File: src/sv/lrect_pkg.sv
// shared types and constants for the largest all-ones rectangle finder
`default_nettype none
package lrect_pkg;

  localparam int unsigned ROW_W_W = 11;
  localparam int unsigned AREA_W = 21;
  localparam logic [ROW_W_W-1:0] ROW_W_RESET = 11'd1024;
  localparam logic [AREA_W-1:0] AREA_MAX = 21'h1FFFFF;

  typedef struct packed {
    logic accept;
    logic pop;
    logic push;
    logic flush_pop;
    logic row_done;
    logic emit;
  } ctrl_cmd_t;

  typedef struct packed {
    logic pop_ok;
    logic depth_zero;
    logic row_end;
    logic frame_end;
    logic score_busy;
    logic out_busy;
  } dp_status_t;

endpackage
`default_nettype wire

File: src/sv/lrect_ctrl.sv
// sequencing state machine: pixel update, pop loop, row flush, result emit
`default_nettype none
module lrect_ctrl (
  input  wire logic                   clk,
  input  wire logic                   rst_n,
  input  wire logic                   in_valid,
  output logic                        in_ready,
  input  wire lrect_pkg::dp_status_t  st,
  output lrect_pkg::ctrl_cmd_t        cmd
);

  typedef enum logic [2:0] {
    S_IDLE,
    S_POP,
    S_FLUSH,
    S_DRAIN,
    S_OUT
  } state_t;

  state_t state_r, state_nxt;

  always_comb begin
    cmd       = '0;
    state_nxt = state_r;
    in_ready  = (state_r == S_IDLE);
    unique case (state_r)
      S_IDLE: begin
        if (in_valid) begin
          cmd.accept = 1'b1;
          state_nxt  = S_POP;
        end
      end
      S_POP: begin
        if (st.pop_ok) begin
          cmd.pop = 1'b1;
        end else begin
          cmd.push  = 1'b1;
          state_nxt = st.row_end ? S_FLUSH : S_IDLE;
        end
      end
      S_FLUSH: begin
        if (!st.depth_zero) begin
          cmd.flush_pop = 1'b1;
        end else begin
          cmd.row_done = 1'b1;
          state_nxt    = st.frame_end ? S_DRAIN : S_IDLE;
        end
      end
      // let the last scores land in the best area
      S_DRAIN: begin
        if (!st.score_busy) begin
          state_nxt = S_OUT;
        end
      end
      S_OUT: begin
        if (!st.out_busy) begin
          cmd.emit  = 1'b1;
          state_nxt = S_IDLE;
        end
      end
      default: state_nxt = S_IDLE;
    endcase
  end

  always_ff @(posedge clk) begin
    if (!rst_n) begin
      state_r <= S_IDLE;
    end else begin
      state_r <= state_nxt;
    end
  end

endmodule
`default_nettype wire

File: config.mk
export PLATFORM = sky130hd
export DESIGN_NAME = lrect_ctrl
export DESIGN_NICKNAME = d
export VERILOG_FILES = /design/src/sv/lrect_pkg.sv /design/src/sv/lrect_ctrl.sv
export SDC_FILE = /design/constraint.sdc
export NUM_CORES = 1
export LEC_CHECK = 0
export ABC_AREA = 1
export BUFFER_PORTS_ARGS = -buffer_cell sky130_fd_sc_hd__buf_2
export CORE_AREA = 3 3 40 42
export DETAILED_ROUTE_END_ITERATION = 7
export DIE_AREA = 0 0 43 45
export GPL_TIMING_DRIVEN = 0
export HOLD_SLACK_MARGIN = 0.05
export PLACE_DENSITY = 0.43
export SETUP_SLACK_MARGIN = 0.1
export SLEW_MARGIN = 20
export SYNTH_ARGS = -nofsm -noshare
export SYNTH_HDL_FRONTEND = slang
export SYNTH_SLANG_ARGS = --single-unit
export TNS_END_PERCENT = 30
File: constraint.sdc
create_clock -name clk -period 1.3 [get_ports clk]
set_input_delay 0.065 -clock clk [delete_from_list [all_inputs] [get_ports clk]]
set_output_delay 0.065 -clock clk [all_outputs]
set_load 0.02 [all_outputs]
### Word level (Yosys, flattened, before mapping)

Index checks and enable logic that the tools add are counted.

* muxes and demuxes: 18
* reduce and logical (&&, ||, !) cells: 2
* equal/unequal tests: 9

Operators with widths (number)
* 3-bit two-way mux: 5
* 3-bit one-hot mux with 5 select lines: 1
* 2-bit inequality test, second input constant: 5
* 1-bit two-way mux: 8
* 2-bit two-way mux: 4
* 3-bit by 2-bit equality test with 1-bit output, second input constant: 2
* 5-bit AND reduction: 1
* 3-bit by 1-bit equality test with 1-bit output, second input constant: 1
* 3-bit equality test, second input constant: 1
* 3-bit logical NOT: 1

* bits of input ports: 9
* word-level logic and storage cells: 30
* output and inout bits: 7
* register bits after elaboration: 3

### Logic depth before layout (Yosys ltp)

* depth after elaboration: 3
* depth in mapped cells: 8
* depth with buffers taken out: 7

### Worst setup path before layout

OpenSTA, ideal clock, no wires.

* path type: register to output
* from: register state_r[1]
* to: output cmd[1] in the netlist's numbering
* cell stages (with the launch flop): 4
* required time: 1.235 ns
* arrival time: 1.170 ns
* path slack: 0.065 ns
* buffers on the path: 1
* path through: dfxtp_1 -> buf_4 -> inv_2 -> nor4_1

RTL lines
* start, declared: line lrect_ctrl.sv:20 `state_t state_r, state_nxt;`
* start signal, assigned: line lrect_ctrl.sv:69 `state_r <= state_nxt;`
* end, declared: line lrect_ctrl.sv:9 `output lrect_pkg::ctrl_cmd_t cmd`

==> results.py <==
metrics = {
    "floorplanning": {
        "die_h_um": 45,
        "pin_count": 16,
        "start_util": 0.236,
        "dieWidth_um": 43,
        "dieArea_mm2": 0.00194,
        "core_area_mm2": 0.00128,
        "rows": 13,
    },
    "hold_path": {
        "hold_path_depth": 3,
        "hold_class": "input port to register",
    },
    "cts": {
        "clock_path_buffers": 2,
        "cts_tree": "yes",
        "clk_pin_slew_ns": 0.04,
        "cts_made_buffers": 3,
        "cts_root_buf": "clkbuf_4",
        "clkSinkCount": 3,
        "clkLatencyLatePin_ns": 0.23,
        "htreeDepth": 1,
    },
    "place": {
        "place.gp.congestion": 0.749,
        "io_buffers": 15,
        "dp_hpwl_um": 612,
    },
    "sta": {
        "hold_viol": 0,
        "max_freq_ghz": 0.857,
        "slew_headroom": 0.874,
        "period_share": 0.897,
        "drv_slew": 0,
        "setup_viol": 0,
        "rsz0062_at_grt": "yes",
        "fin_crit_ns": 1.17,
        "finalSetupTns_ns": 0,
        "skew_ns": 0.00426,
        "worst_pin_slew_ns": 0.188,
    },
    "critical_path": {
        "path_class": "register to output port",
        "end_kind": "output port",
        "crit_fanout": 5,
        "critical_path_required_ns": 1.24,
        "start_kind": "register",
        "r2r_cells": 8,
        "cp.arrival_ns": 1.10,
    },
    "final_layout": {
        "nNetsFinal": 83,
        "largest_register": "state_r",
        "post-route-util": 0.404,
        "area_growth_pct": 71.5,
        "top_regs": "state_r: 3 flops",
        "diodes": 0,
        "layout-drive-gt1-share": 0.616,
        "largest_register_ffs": 3,
    },
    "global_routing": {
        "antenna_found_initial": 0,
        "grt_pass1_vias": 337,
        "overflow": 0,
        "grt_pass1_wl_um": 1300,
        "grt_use_total": 0.0906,
        "grt_max_degree": 11,
    },
    "logic_synthesis": {
        "syn_area_per_cell_um2": 6.06,
        "yosysWarnings": 0,
        "synthDistinctLibCells": 15,
        "synth_seq_area_share": 0.198,
        "synth_area_um2": 303,
        "synth-seq-cells": 3,
        "syn_inst": 50,
        "syn-num-nets": 59,
    },
    "pwr": {
        "p_switching_uw": 647,
        "p_leak_nw": 0.291,
        "powerDensity_mw_per_mm2": 2460,
        "seq_power_share": 0.171,
        "internal-power_uw": 631,
        "combPwrFrac": 0.703,
        "p_clk_frac": 0.126,
        "switching_share": 0.506,
        "peakVddDrop_mv": 0.594,
    },
    "routing": {
        "drc_errors": 0,
        "drt_wl_total_um": 862,
        "post_drt_wl_per_cell_um": 9.80,
        "first_pass_iters": 4,
        "vias": 386,
        "ant_nets": 0,
        "drtIter0Drc": 5,
        "drt-vias-per-instance": 4.39,
    },
    "run": {
        "max_cap_violations": 0,
    },
    "status": {
        "outcome": "complete, no violations",
    },
}
-- layout by cell type, fill, tap and decap left out, types with 2 or more instances in the layout --
master and count:
nand2_1 5, clkbuf_4 3, nor2_1 3, buf_6 3
nand3_2 2, nand4_1 2, buf_2 13, nand3_1 8
buf_4 5, nand2_2 2, nor2_2 8, inv_1 7
-- repair_timing --
item,CTS,global route
setup buffers,0,3
gates cloned,0,1
setup endpoints to repair,4,10
hold buffers,0,0
pin swaps,0,9
resized for setup,3,18
-- area by class of cell --
type / count / area (um2)
fillers: 137 / 766
multi-input cells: 35 / 228
repair buffers: 19 / 114
flip-flops and latches: 3 / 65.1
inverters: 10 / 45.0
clock buffers: 4 / 26.3
plain buffers: 2 / 22.5
well taps: 15 / 18.8
-- logic make-up after synthesis --
family,synth area share
buffers and inverters,0.186
AOI/OAI and AO/OA,0.0165
DFF,0.198
and+or+nand+nor,0.599
-- power by group through the flow --
| stage | sequential, mW | combinational [mW] | clock, mW |
|---|---|---|---|
| 2_1_floorplan | 0.161 | 0.561 | 0 |
| 3_3_place_gp | 0.172 | 0.724 | 0 |
| 3_5_place_dp | 0.169 | 0.722 | 0 |
| 4_1_cts | 0.176 | 0.738 | 0.168 |
| 5_1_grt | 0.221 | 0.995 | 0.167 |
| 6_report | 0.219 | 0.898 | 0.161 |
-- critical path, cell delays in order, from the launching register on --
cell and delay, ns:
dfxtp_2 0.32, buf_6 0.13, nor2_4 0.12, nand3_2 0.09
inv_1 0.05, buf_2 0.15
-- Yosys cell counts --
master	number	area share
nand3_1	9	0.15
inv_1	7	0.087
nand2_1	6	0.074
nor2_1	6	0.074
nor2_2	6	0.12
dfxtp_1	3	0.20
inv_2	3	0.037
nand4_1	2	0.041
nor4_1	2	0.041
buf_4	1	0.025
buf_6	1	0.037
nand2_2	1	0.021
nand3_2	1	0.033
nand4_2	1	0.041
o21ai_0	1	0.017
-- stage by stage --
stage	worst slack, ns	hold slack (ns)	power, mW	cell area [um2]	instances
floorplan	0.0647	0.200	0.722	303	50
global placement	0.109	0.331	0.896	397	80
detailed placement	0.124	0.329	0.892	397	80
CTS	0.0691	0.0814	1.08	434	84
global route	0.0653	0.0939	1.38	519	88
finish	0.134	0.0851	1.28	519	88
-- metal layers --
| metal | track usage | routed length [um] |
|---|---|---|
| met5 | 0 | 0 |
| met2 | 0.159 | 475 |
| met1 | 0.106 | 372 |
| met3 | 0 | 15 |
| met4 | 0.0723 | 0 |
-- path summary, 6_finish.rpt --
| path | slack [ns] | to | startpoint |
|---|---|---|---|
| setup reg to reg | 0.17 | state_r[1] | state_r[0] |
| setup / recovery | 0.13 | cmd[2] | state_r[0] |
| hold reg to reg | 0.61 | state_r[0] | state_r[0] |
| hold / removal | 0.09 | state_r[2] | rst_n |
(Power assumes the default switching activity.)
